<file path="src/hdl/rtu_response_frame_checker_unit_defines.svh">
// Assertion macros shared by the frame checker RTL.
// RFC_ASSERT checks a property outside reset, RFC_ASSERT_ALWAYS checks it on every edge.
`ifndef RTU_RESPONSE_FRAME_CHECKER_UNIT_DEFINES_SVH
`define RTU_RESPONSE_FRAME_CHECKER_UNIT_DEFINES_SVH
`ifndef NO_ASSERTIONS
`define RFC_ASSERT(label, clk, rstn, prop) \
    label: assert property (@(posedge clk) disable iff (!rstn) prop) \
        else $error("frame checker assertion failed");
`define RFC_ASSERT_ALWAYS(label, clk, prop) \
    label: assert property (@(posedge clk) prop) \
        else $error("frame checker assertion failed");
`else
`define RFC_ASSERT(label, clk, rstn, prop)
`define RFC_ASSERT_ALWAYS(label, clk, prop)
`endif
`endif

</file>
<file path="src/hdl/rtu_pkg.sv">
`timescale 1ns / 1ps
`default_nettype none

package rtu_pkg;

    typedef enum logic [1:0] {
        ST_OK          = 2'd0,
        ST_LEN_ERR     = 2'd1,
        ST_SLAVE_FAULT = 2'd2,
        ST_CRC_ERR     = 2'd3
    } status_t;

    localparam int CFG_INDEX_W = 3;
    localparam int CFG_DATA_W  = 48;

    localparam logic [CFG_INDEX_W-1:0] CFG_SLAVE_ADDRESS  = 3'd0;
    localparam logic [CFG_INDEX_W-1:0] CFG_FUNCTION_CODE  = 3'd1;
    localparam logic [CFG_INDEX_W-1:0] CFG_PAYLOAD_LENGTH = 3'd2;
    localparam logic [CFG_INDEX_W-1:0] CFG_ECHO_LENGTH    = 3'd3;
    localparam logic [CFG_INDEX_W-1:0] CFG_ECHO_PATTERN   = 3'd4;

    localparam logic [7:0]  RST_SLAVE_ADDRESS  = 8'd1;
    localparam logic [7:0]  RST_FUNCTION_CODE  = 8'd3;
    localparam logic [7:0]  RST_PAYLOAD_LENGTH = 8'd4;
    localparam logic [2:0]  RST_ECHO_LENGTH    = 3'd0;
    localparam logic [47:0] RST_ECHO_PATTERN   = 48'd0;

    localparam logic [2:0]  ECHO_MAX = 3'd6;

    localparam logic [15:0] CRC_INIT = 16'hFFFF;
    localparam logic [15:0] CRC_POLY = 16'hA001;

    typedef struct packed {
        logic [7:0]  slave_address;
        logic [7:0]  function_code;
        logic [7:0]  payload_length;
        logic [2:0]  echo_length;
        logic [47:0] echo_pattern;
    } cfg_t;

endpackage

`default_nettype wire

</file>
<file path="src/hdl/rtu_cfg_regs.sv">
`timescale 1ns / 1ps
`default_nettype none

module rtu_cfg_regs (
    input  wire logic                            aclk,
    input  wire logic                            aresetn,
    input  wire logic                            cfg_valid,
    output logic                                 cfg_ready,
    input  wire logic [rtu_pkg::CFG_INDEX_W-1:0] cfg_index,
    input  wire logic [rtu_pkg::CFG_DATA_W-1:0]  cfg_data,
    output rtu_pkg::cfg_t                        cfg
);

    rtu_pkg::cfg_t cfg_reg;

    assign cfg_ready = 1'b1;
    assign cfg       = cfg_reg;

    // Writes to an index outside the register list are dropped.
    always_ff @(posedge aclk) begin
        if (!aresetn) begin
            cfg_reg.slave_address  <= rtu_pkg::RST_SLAVE_ADDRESS;
            cfg_reg.function_code  <= rtu_pkg::RST_FUNCTION_CODE;
            cfg_reg.payload_length <= rtu_pkg::RST_PAYLOAD_LENGTH;
            cfg_reg.echo_length    <= rtu_pkg::RST_ECHO_LENGTH;
            cfg_reg.echo_pattern   <= rtu_pkg::RST_ECHO_PATTERN;
        end else if (cfg_valid && cfg_ready) begin
            case (cfg_index)
                rtu_pkg::CFG_SLAVE_ADDRESS:  cfg_reg.slave_address  <= cfg_data[7:0];
                rtu_pkg::CFG_FUNCTION_CODE:  cfg_reg.function_code  <= cfg_data[7:0];
                rtu_pkg::CFG_PAYLOAD_LENGTH: cfg_reg.payload_length <= cfg_data[7:0];
                rtu_pkg::CFG_ECHO_LENGTH:    cfg_reg.echo_length    <= cfg_data[2:0];
                rtu_pkg::CFG_ECHO_PATTERN:   cfg_reg.echo_pattern   <= cfg_data[47:0];
                default: ;
            endcase
        end
    end

endmodule

`default_nettype wire

</file>
<file path="src/hdl/rtu_crc16_byte.sv">
`timescale 1ns / 1ps
`default_nettype none

module rtu_crc16_byte (
    input  wire logic [15:0] crc_in,
    input  wire logic [7:0]  data_in,
    output logic      [15:0] crc_out
);

    // Eight bit steps of the reflected CRC, unrolled.
    always_comb begin
        logic [15:0] c;
        c = crc_in ^ {8'h00, data_in};
        for (int k = 0; k < 8; k++) begin
            if (c[0]) begin
                c = (c >> 1) ^ rtu_pkg::CRC_POLY;
            end else begin
                c = c >> 1;
            end
        end
        crc_out = c;
    end

endmodule

`default_nettype wire

</file>
<file path="src/hdl/rtu_frame_core.sv">
`timescale 1ns / 1ps
`default_nettype none
`include "rtu_response_frame_checker_unit_defines.svh"

module rtu_frame_core #(
    parameter int MAX_FRAME_BYTES = 256
) (
    input  wire logic          aclk,
    input  wire logic          aresetn,
    input  wire rtu_pkg::cfg_t cfg,
    input  wire logic          in_valid,
    output logic               in_ready,
    input  wire logic [7:0]    in_byte,
    input  wire logic          in_last,
    output logic               out_valid,
    input  wire logic          out_ready,
    output logic [7:0]         out_byte,
    output logic               out_payload,
    output logic               out_last,
    output rtu_pkg::status_t   out_status
);

    localparam int PW = $clog2(MAX_FRAME_BYTES + 1);
    localparam int W  = (PW > 9) ? PW : 9;
    localparam logic [W-1:0] MAX_W = W'(MAX_FRAME_BYTES);

    logic [PW-1:0] pos_reg, pos_next;
    logic [15:0]   crc_reg, crc_next;
    logic [15:0]   rx_crc_reg, rx_crc_next;
    logic          fault_reg, fault_next;

    logic             out_valid_reg;
    logic [7:0]       out_byte_reg;
    logic             out_pay_reg;
    logic             out_last_reg;
    rtu_pkg::status_t out_status_reg;

    logic             take;
    logic [W-1:0]     pos_w, len_w, len_m1, len_m2, pay_idx;
    logic [2:0]       echo_n;
    logic [7:0]       echo_byte;
    logic [15:0]      crc_step;
    logic             pay;
    logic             crc_ok;
    logic             fault_hit;
    rtu_pkg::status_t status;

    assign in_ready = !out_valid_reg || out_ready;
    assign take     = in_valid && in_ready;

    assign pos_w   = W'(pos_reg);
    assign len_w   = W'(cfg.payload_length) + W'(4);
    assign len_m1  = len_w - W'(1);
    assign len_m2  = len_w - W'(2);
    assign pay_idx = pos_w - W'(2);
    assign echo_n  = (cfg.echo_length > rtu_pkg::ECHO_MAX) ? rtu_pkg::ECHO_MAX : cfg.echo_length;

    // The first echo byte sits in the top byte of the pattern.
    always_comb begin
        case (pay_idx[2:0])
            3'd0:    echo_byte = cfg.echo_pattern[47:40];
            3'd1:    echo_byte = cfg.echo_pattern[39:32];
            3'd2:    echo_byte = cfg.echo_pattern[31:24];
            3'd3:    echo_byte = cfg.echo_pattern[23:16];
            3'd4:    echo_byte = cfg.echo_pattern[15:8];
            3'd5:    echo_byte = cfg.echo_pattern[7:0];
            default: echo_byte = 8'h00;
        endcase
    end

    rtu_crc16_byte u_crc (
        .crc_in  (crc_reg),
        .data_in (in_byte),
        .crc_out (crc_step)
    );

    always_comb begin
        pos_next    = pos_reg;
        crc_next    = crc_reg;
        rx_crc_next = rx_crc_reg;
        fault_hit   = 1'b0;
        pay         = 1'b0;
        crc_ok      = 1'b0;
        status      = rtu_pkg::ST_OK;

        // Bytes at the saturated position or past the expected length are ignored.
        if (pos_w < MAX_W && pos_w < len_w) begin
            if (pos_w < len_m2) begin
                crc_next = crc_step;
                if (pos_w == W'(0)) begin
                    fault_hit = (in_byte != cfg.slave_address);
                end else if (pos_w == W'(1)) begin
                    fault_hit = (in_byte != cfg.function_code);
                end else begin
                    pay = 1'b1;
                    if (pay_idx < W'(echo_n)) begin
                        fault_hit = (in_byte != echo_byte);
                    end
                end
            end else if (pos_w == len_m2) begin
                rx_crc_next = {rx_crc_reg[15:8], in_byte};
            end else begin
                rx_crc_next = {in_byte, rx_crc_reg[7:0]};
                crc_ok      = ({in_byte, rx_crc_reg[7:0]} == crc_reg);
            end
        end

        fault_next = fault_reg | fault_hit;

        if (in_last) begin
            if (len_w > MAX_W || pos_w != len_m1) begin
                status = rtu_pkg::ST_LEN_ERR;
            end else if (fault_next) begin
                status = rtu_pkg::ST_SLAVE_FAULT;
            end else if (!crc_ok) begin
                status = rtu_pkg::ST_CRC_ERR;
            end else begin
                status = rtu_pkg::ST_OK;
            end
            pos_next    = '0;
            crc_next    = rtu_pkg::CRC_INIT;
            rx_crc_next = 16'h0000;
            fault_next  = 1'b0;
        end else if (pos_w < MAX_W) begin
            pos_next = pos_reg + PW'(1);
        end
    end

    always_ff @(posedge aclk) begin
        if (!aresetn) begin
            pos_reg    <= '0;
            crc_reg    <= rtu_pkg::CRC_INIT;
            rx_crc_reg <= 16'h0000;
            fault_reg  <= 1'b0;
        end else if (take) begin
            pos_reg    <= pos_next;
            crc_reg    <= crc_next;
            rx_crc_reg <= rx_crc_next;
            fault_reg  <= fault_next;
        end
    end

    always_ff @(posedge aclk) begin
        if (!aresetn) begin
            out_valid_reg <= 1'b0;
        end else if (in_ready) begin
            out_valid_reg <= in_valid;
        end
    end

    always_ff @(posedge aclk) begin
        if (take) begin
            out_byte_reg   <= in_byte;
            out_pay_reg    <= pay;
            out_last_reg   <= in_last;
            out_status_reg <= status;
        end
    end

    assign out_valid   = out_valid_reg;
    assign out_byte    = out_byte_reg;
    assign out_payload = out_pay_reg;
    assign out_last    = out_last_reg;
    assign out_status  = out_status_reg;

    `RFC_ASSERT(a_rearm_on_last, aclk, aresetn, (take && in_last) |=> (pos_reg == '0 && crc_reg == rtu_pkg::CRC_INIT && !fault_reg))
    `RFC_ASSERT(a_pos_saturates, aclk, aresetn, W'(pos_reg) <= MAX_W)
    `RFC_ASSERT(a_status_only_on_last, aclk, aresetn, (out_valid_reg && !out_last_reg) |-> (out_status_reg == rtu_pkg::ST_OK))
    `RFC_ASSERT(a_no_payload_when_saturated, aclk, aresetn, (take && W'(pos_reg) >= MAX_W) |=> !out_pay_reg)
    `RFC_ASSERT_ALWAYS(a_reset_empties_output, aclk, !aresetn |=> !out_valid_reg)

endmodule

`default_nettype wire

</file>
<file path="src/hdl/rtu_response_frame_checker_unit.sv">
// Path: a word accepted on the s_ side reaches the m_ side through the input register,
// then the check logic and CRC byte step into the result register.
// Throughput: one word per cycle; the input stalls only while the result register is held.
// Reset: aresetn is synchronous and active low; it empties both registers, rearms the
// frame state (position 0, CRC 0xFFFF) and restores the configuration defaults.
`timescale 1ns / 1ps
`default_nettype none

module rtu_response_frame_checker_unit #(
    parameter int MAX_FRAME_BYTES = 256
) (
    input  wire logic                            aclk,
    input  wire logic                            aresetn,
    // configuration write channel
    input  wire logic                            cfg_valid,
    output logic                                 cfg_ready,
    input  wire logic [rtu_pkg::CFG_INDEX_W-1:0] cfg_index,
    input  wire logic [rtu_pkg::CFG_DATA_W-1:0]  cfg_data,
    // received bytes
    input  wire logic                            s_tvalid,
    output logic                                 s_tready,
    input  wire logic [7:0]                      s_tdata,  // [7:0] rx_byte
    input  wire logic                            s_tlast,  // frame_end
    // checked bytes
    output logic                                 m_tvalid,
    input  wire logic                            m_tready,
    output logic [7:0]                           m_tdata,  // [7:0] payload_byte
    output logic                                 m_tlast,  // frame_done
    output logic [2:0]                           m_tuser   // [0] payload_valid, [2:1] frame_status
);

    rtu_pkg::cfg_t    cfg;
    logic             in_valid_reg;
    logic [7:0]       in_byte_reg;
    logic             in_last_reg;
    logic             core_ready;
    logic             core_payload;
    rtu_pkg::status_t core_status;

    rtu_cfg_regs u_cfg (
        .aclk      (aclk),
        .aresetn   (aresetn),
        .cfg_valid (cfg_valid),
        .cfg_ready (cfg_ready),
        .cfg_index (cfg_index),
        .cfg_data  (cfg_data),
        .cfg       (cfg)
    );

    assign s_tready = !in_valid_reg || core_ready;

    always_ff @(posedge aclk) begin
        if (!aresetn) begin
            in_valid_reg <= 1'b0;
        end else if (s_tready) begin
            in_valid_reg <= s_tvalid;
        end
    end

    always_ff @(posedge aclk) begin
        if (s_tvalid && s_tready) begin
            in_byte_reg <= s_tdata;
            in_last_reg <= s_tlast;
        end
    end

    rtu_frame_core #(
        .MAX_FRAME_BYTES (MAX_FRAME_BYTES)
    ) u_core (
        .aclk        (aclk),
        .aresetn     (aresetn),
        .cfg         (cfg),
        .in_valid    (in_valid_reg),
        .in_ready    (core_ready),
        .in_byte     (in_byte_reg),
        .in_last     (in_last_reg),
        .out_valid   (m_tvalid),
        .out_ready   (m_tready),
        .out_byte    (m_tdata),
        .out_payload (core_payload),
        .out_last    (m_tlast),
        .out_status  (core_status)
    );

    assign m_tuser = {core_status, core_payload};

endmodule

`default_nettype wire

</file>
<file path="config.mk">
export PLATFORM = sky130hd
export DESIGN_NAME = rtu_response_frame_checker_unit
export DESIGN_NICKNAME = d
export VERILOG_FILES = /design/src/hdl/rtu_pkg.sv /design/src/hdl/rtu_cfg_regs.sv /design/src/hdl/rtu_crc16_byte.sv /design/src/hdl/rtu_frame_core.sv /design/src/hdl/rtu_response_frame_checker_unit.sv
export VERILOG_INCLUDE_DIRS = /design/src /design/src/hdl
export SDC_FILE = /design/constraint.sdc
export NUM_CORES = 1
export LEC_CHECK = 0
export BUFFER_PORTS_ARGS = -buffer_cell sky130_fd_sc_hd__buf_2
export CELL_PAD_IN_SITES_DETAIL_PLACEMENT = 0
export CELL_PAD_IN_SITES_GLOBAL_PLACEMENT = 1
export CORE_ASPECT_RATIO = 1.75
export CORE_MARGIN = 4
export CORE_UTILIZATION = 45
export DETAILED_ROUTE_END_ITERATION = 8
export PLACE_DENSITY = 0.86
export SLEW_MARGIN = 20
export SYNTH_ARGS = -nofsm -noshare
export SYNTH_HDL_FRONTEND = slang
export SYNTH_HIERARCHICAL = 1
export SYNTH_SLANG_ARGS = --single-unit
</file>
<file path="constraint.sdc">
create_clock -name aclk -period 5.8 [get_ports aclk]
set_input_delay 0.58 -clock aclk [delete_from_list [all_inputs] [get_ports aclk]]
set_output_delay 0.58 -clock aclk [all_outputs]
set_load 0.03 [all_outputs]
</file>
-- Word-level counts from Yosys, hierarchy flattened
Cells that the tools add are included.
- register bits after elaboration: 132
- input port bits: 65
- output and inout port bits: 15
- word-level logic and storage cells: 116
- add/subtract/negate cells: 5
- $lt $le $gt $ge: 6
- equal/unequal tests: 17
- mux-type cells: 32
- bitwise operators: 13
- reductions and logical operators: 25
- operator list (cell ; number):
    $mux W16 ; 11
    $pmux W8 S6 ; 1
    $mux W8 ; 4
    $ne A8 B8 Y1 ; 3
    $not A2 Y3 ; 8
    $lt A9 B9 Y1 ; 2
    $mux W9 ; 2
    $sub A9 B2 Y9 const B ; 2
    $eq A16 B16 Y1 ; 1
    $xor A16 B8 Y16 ; 1
    $eq A3 B2 Y1 const B ; 4
    $reduce_and A2 Y1 ; 6
    $mux W1 ; 11
    $add A8 B3 Y9 const B ; 1
    $add A9 B1 Y9 const B ; 1
    $eq A3 B3 Y1 const B ; 3
    $eq A9 B1 Y1 const B ; 1
    $eq A9 B9 Y1 ; 1
    $gt A9 B9 Y1 const B ; 1
    $logic_not A9 Y1 ; 1
    $lt A9 B3 Y1 ; 1
    $lt A9 B9 Y1 const B ; 1
    $ne A9 B9 Y1 ; 1
    $sub A9 B1 Y9 const B ; 1
    16 further kinds ; 29

-- Logic depth before layout (Yosys ltp)
- depth in word-level cells: 20
- depth in mapped cells: 16
- gate-level depth less buffers: 15

-- By module
Netlist, hierarchy kept.
- by module, submodules not included (module ; instances ; cells each ; area each (um^2) ; sequential area each (um^2)):
    rtu_frame_core ; 1 ; 470 ; 3928.8 ; 1061.0
    rtu_cfg_regs ; 1 ; 306 ; 2939.1 ; 1501.4
    rtu_response_frame_checker_unit ; 1 ; 15 ; 335.3 ; 290.3
    rtu_crc16_byte ; 1 ; 29 ; 284.0 ; 0.0

-- Worst setup path before layout
Ideal clock, no wire load.
- path type: reg-to-reg
- from: register u_cfg.cfg_reg (netlist bit u_cfg/cfg[53])
- to: register u_core.crc_reg[0]
- library setup time: 0.132 ns
- arrival: 3.091 ns
- data required time: 5.668 ns
- path slack: 2.577 ns
- cell stages (with the launch flop): 15
- path buffers: 1
- period minus slack after synthesis: 3.223 ns
- path through: dfxtp_1 > ha_1 > nor2b_1 > mux2_2 > a21oi_1 > xor2_1 > ha_1 > a211o_1 > a21oi_1 > o21a_1 > o21a_1 > nand3_1 > clkbuf_1 > nor3_1 > o21ai_0
- cells in the longest elaborated chain, start to end: 5
- elaborated cells on any way between the ends: 8
- classes of those cells: 2 x add/sub; 2 x order compare; 4 x reduce/logical
- RTL lines (what ; RTL line ; text):
    from (decl) ; rtu_cfg_regs.sv:14 ; rtu_pkg::cfg_t cfg_reg;
    $add A8 B3 Y9 (*) ; rtu_frame_core.sv:52 ; assign len_w = W'(cfg.payload_length) + W'(4);
    $sub A9 B2 Y9 or $lt A9 B9 Y1 (tied branches) ; rtu_frame_core.sv:54, rtu_frame_core.sv:87 ;
    $lt A9 B9 Y1 or $logic_and A1 B1 Y1 (tied branches) ; rtu_frame_core.sv:88, rtu_frame_core.sv:87 ;
    $reduce_bool A2 Y1 (no line) ; - ;
    $reduce_and A3 Y1 (no line) (*) ; - ;
    to (signal assigned) ; rtu_frame_core.sv:132 ; crc_reg <= rtu_pkg::CRC_INIT;
    to (signal assigned) ; rtu_frame_core.sv:137 ; crc_reg <= crc_next;
    to (decl) ; rtu_frame_core.sv:28 ; logic [15:0] crc_reg, crc_next;
Mark *: on every way between the ends. The rest lies on a longest branch, timed or not.
A chain may end at the register's enable or synchronous reset.

-- Worst setup path in the final report
- from: register u_cfg.cfg_reg (netlist bit u_cfg/cfg[53])
- to: register u_core.rx_crc_reg[2]
- cells in the longest elaborated chain, start to end: 5
- elaborated cells on any way between the ends: 10
- classes of those cells: 2 x add/sub; 2 x order compare; 2 x eq/ne; 4 x reduce/logical
- RTL lines (what ; RTL line ; text):
    $add A8 B3 Y9 (*) ; rtu_frame_core.sv:52 ;
    $sub A9 B2 Y9 or $lt A9 B9 Y1 (tied branches) ; rtu_frame_core.sv:54, rtu_frame_core.sv:87 ;
    $lt A9 B9 Y1 (tied with other cells) ; rtu_frame_core.sv:88 ; if (pos_w < len_m2) begin
    $ne A2 B2 Y1 (no line) or $reduce_bool A2 Y1 (tied branches) ; - ;
    $reduce_and A4 Y1 (no line) (*) ; - ;
    to (signal assigned) ; rtu_frame_core.sv:138 ; rx_crc_reg <= rx_crc_next;
    to (decl) ; rtu_frame_core.sv:29 ; logic [15:0] rx_crc_reg, rx_crc_next;
Marks and branches as above.

==> impl_results.md <==
- Reg2reg setup slack: approximately 1700 ps
- Commonest cells after routing, fill and taps aside: nand2_1 (153), dfxtp_1 (111), mux2i_1 (78)
- Total setup buffers inserted after CTS: 0
- CP bufs+invs: 0
- Final period utilization: a little over two thirds
- Ports: 80
- Fmax: 0.246 GHz
- Clk pin slew, worst setup/hold paths: around 70 ps
- Die area: about 19,000 um^2
- Async SR Flop Fraction: 0%
- Post-Syn Area: approximately 7500 um^2
- Share of cells above drive strength 1: around 15%
- Root buffer cell: clkbuf_16
- Synthesized area per cell: a little over 9 um^2
- Vias per cell: about 5.5
- Cell taking the most area after synthesis: dfxtp_1
- Worst EP required: ~6100 ps
- Dpl hpwl: roughly 14,000 um
- Chip Height: approximately 180 um
- LEAKAGE: 0.00324 uW
- Number of routed nets with antenna violations: 0
- CP top delay family: simple AND/OR/NAND/NOR gates
- Placed insts: 1,063
- Post-synthesis sequential area ratio: a little under two fifths
- Post-Syn Instances: between 800 and 900
- Final worst path period need: between 4000 and 5000 ps
- Crit path largest cell delay: 630 ps
- Clock latency on the worst-skew pair: about 420 ps
- Slowest CP cell: nor4_2
- Synth Register Bits: 132
- Vias in the first global route: 5,886
- Cell variety after synth: 74
- First-pass iteration count of the detailed router: 5
- Final Hold Violating Endpoints: 0
- Main synth FF type: dfxtp_1
- HP Class: primary input to register
- First-pass GRT wire length: 30,300 um
- Worst slew margin: between 30% and 40%
- Setup tns final: 0 ps
- GR Overflow Total: 0
- Setup slack after layout: ~1700 ps
- WL final: 19,400 um
- Clk sinks: around 130
- Max Slew Vio Count: 0
- Worst slew pin tran: around 920 ps
- Status: completed
- Net Count, Synth: roughly 900
- Syn-to-layout area delta: 13.4%
- WL per Instance: between 15 and 20 um
- Worst Path Arrival: approximately 4400 ps
- Hold buffers post-CTS: 0
- Pwr Density: 283 nW/um^2
- Post-synth top area share: around 30%
- DRC: 0
- Final nets: between 900 and 1,000
- Peak VDD IR: between 0.15 and 0.2 mV
- Ant diodes: 0
- Rows: 62
- Initial antenna violation count: 0
- H-tree levels: 4
- Worst-path cell chain: ha_1 -> and2_1 -> a21oi_1 -> o32ai_1 -> nand4_1 -> xnor2_1 -> ha_1 -> nand2_1 -> nor4_1 -> nand2_1 -> nor4_2 -> a22oi_1 -> nor2b_1
- Synth area leaders: dfxtp_1 (30%), mux2i_1 (10%), edfxtp_1 (8.4%)
- Largest net degree at the start of global routing: a little under 100
- Synth warnings: 6
- Critical Path Start Type: register
- Port Buffer Count: about 80
- Post-Place Worst Slack: 1790 ps
- CP max FO: 14
- Clock skew: between 8 and 9 ps
- Max reg flops: 75
- Critical Path Sink Type: register
- CTS resizes: 0
- Commonest non-fill, non-tap cell in the layout: nand2_1
- RSZ-0062 raised after global routing: no
- Gr usage total: between 20% and 30%
- Post-Layout Cell Count: approximately 1,100
- DRT iter0 DRCs: approximately 280
- Final Wtd Congestion: roughly 0.89
- CTS tree: built
- Die width: 106 um
- Core Region: approximately 16,000 um^2
- CTS buffer count: 17
- Clk buf depth: 2
- Endpoints failing setup: 0
- Post-synth EDFFs: 21
- Crit path kind: register to register
- DR vias: 6,019
- Max-Cap Viols: 0
- Initial Util: 45.7%
[synthesized netlist by cell type, types with 3 or more instances]
library cell and n:
nand2_1 153, dfxtp_1 111, mux2i_1 78, xnor2_1 43, xor2_1 39, clkbuf_1 36, a21oi_1 29, ha_1 29
nand3_1 23, nor2b_1 22, edfxtp_1 21, nor2_1 20, inv_1 19, o21ai_0 17, nor3_1 15, nand4_1 11
a22oi_1 9, buf_2 9, buf_4 9, a222oi_1 8, a31oi_1 7, nand2b_1 7, nor4_1 7, buf_6 6
o21a_1 6, and3_1 5, nand3b_1 5, mux2_2 4, o31a_1 4, a211o_1 3, a21o_1 3, and2_1 3
nor4b_1 3, o21bai_1 3, xnor2_2 3
[routing by layer]
metal | global-route usage [%] | vias up | wire length (um)
met5 | 0 | - | 0
met4 | 12.4 | 0 | 1060
met3 | 3.80 | 52 | 795
met2 | 40.0 | 174 | 10800
met1 | 20.0 | 2869 | 6780
li1 | - | 2924 | -
[cell type report]
| class | instances | area [um^2] |
|---|---|---|
| Fill cell | 1524 | 7880 |
| Multi-Input combinational cell | 606 | 4240 |
| Sequential cell | 132 | 2850 |
| Clock buffer | 17 | 425 |
| Timing Repair Buffer | 81 | 415 |
| Tap cell | 224 | 280 |
| Clock inverter | 15 | 195 |
| Inverter | 20 | 75.1 |
[per-stage QoR]
stage | instance area (um^2) | hold WS, ps | power (uW) | utilization, %
after global routing | 8490 | 315 | 2490 | 51.8
after CTS | 8490 | 323 | 2420 | 51.8
final | 8490 | 335 | 2400 | 51.8
after floorplan | 7490 | 424 | 1210 | -
after global placement | 7870 | 443 | 1280 | 48.1
after detailed placement | 7870 | 444 | 1280 | 48.1
[worst reg2reg max path, stage by stage (launching register included)]
cell and delay, ps:
dfxtp_1 500, ha_1 480, and2_1 240, a21oi_1 100
o32ai_1 480, nand4_1 190, xnor2_1 170, ha_1 290
nand2_1 80, nor4_1 380, nand2_1 140, nor4_2 630
a22oi_1 140, nor2b_1 180
[final timing paths]
kind / start / endpoint / depth (start not counted)
worst max-delay path: u_cfg/cfg[53]$_SDFFE_PN1P_ / u_core/rx_crc_reg[2]$_SDFFE_PN0P_ / 13
worst min-delay path: s_tdata[7] / in_byte_reg[7]$_DFFE_PP_ / 1
worst max register to register: u_cfg/cfg[53]$_SDFFE_PN1P_ / u_core/rx_crc_reg[2]$_SDFFE_PN0P_ / 13
worst min register to register: u_cfg/cfg[25]$_SDFFE_PN0P_ / u_cfg/cfg[25]$_SDFFE_PN0P_ / 2
[power breakdown]
| part | internal (uW) | switching (uW) |
|---|---|---|
| clock | 690 | 444 |
| sequential | 961 | 40.6 |
| combinational | 119 | 144 |
| total | 1770 | 629 |
[logic make-up (layout without fill, tap and decap cells)]
family                   count (synthesis)  count (layout)  share of synthesized area [%]
adder cells (fa/ha/maj)                 29              29                           4.85
other                                    1               1                         0.0501
AND/OR/NAND/NOR                        289             289                           18.6
buffers and inverters                   82             133                           5.31
multiplexers                            83              83                           11.2
XOR/XNOR                                87              87                           10.8
AO/OA/AOI/OAI                          117             117                           11.0
flip-flops                             132             132                           38.1
Note: power is estimated with default switching activity, not from simulation.
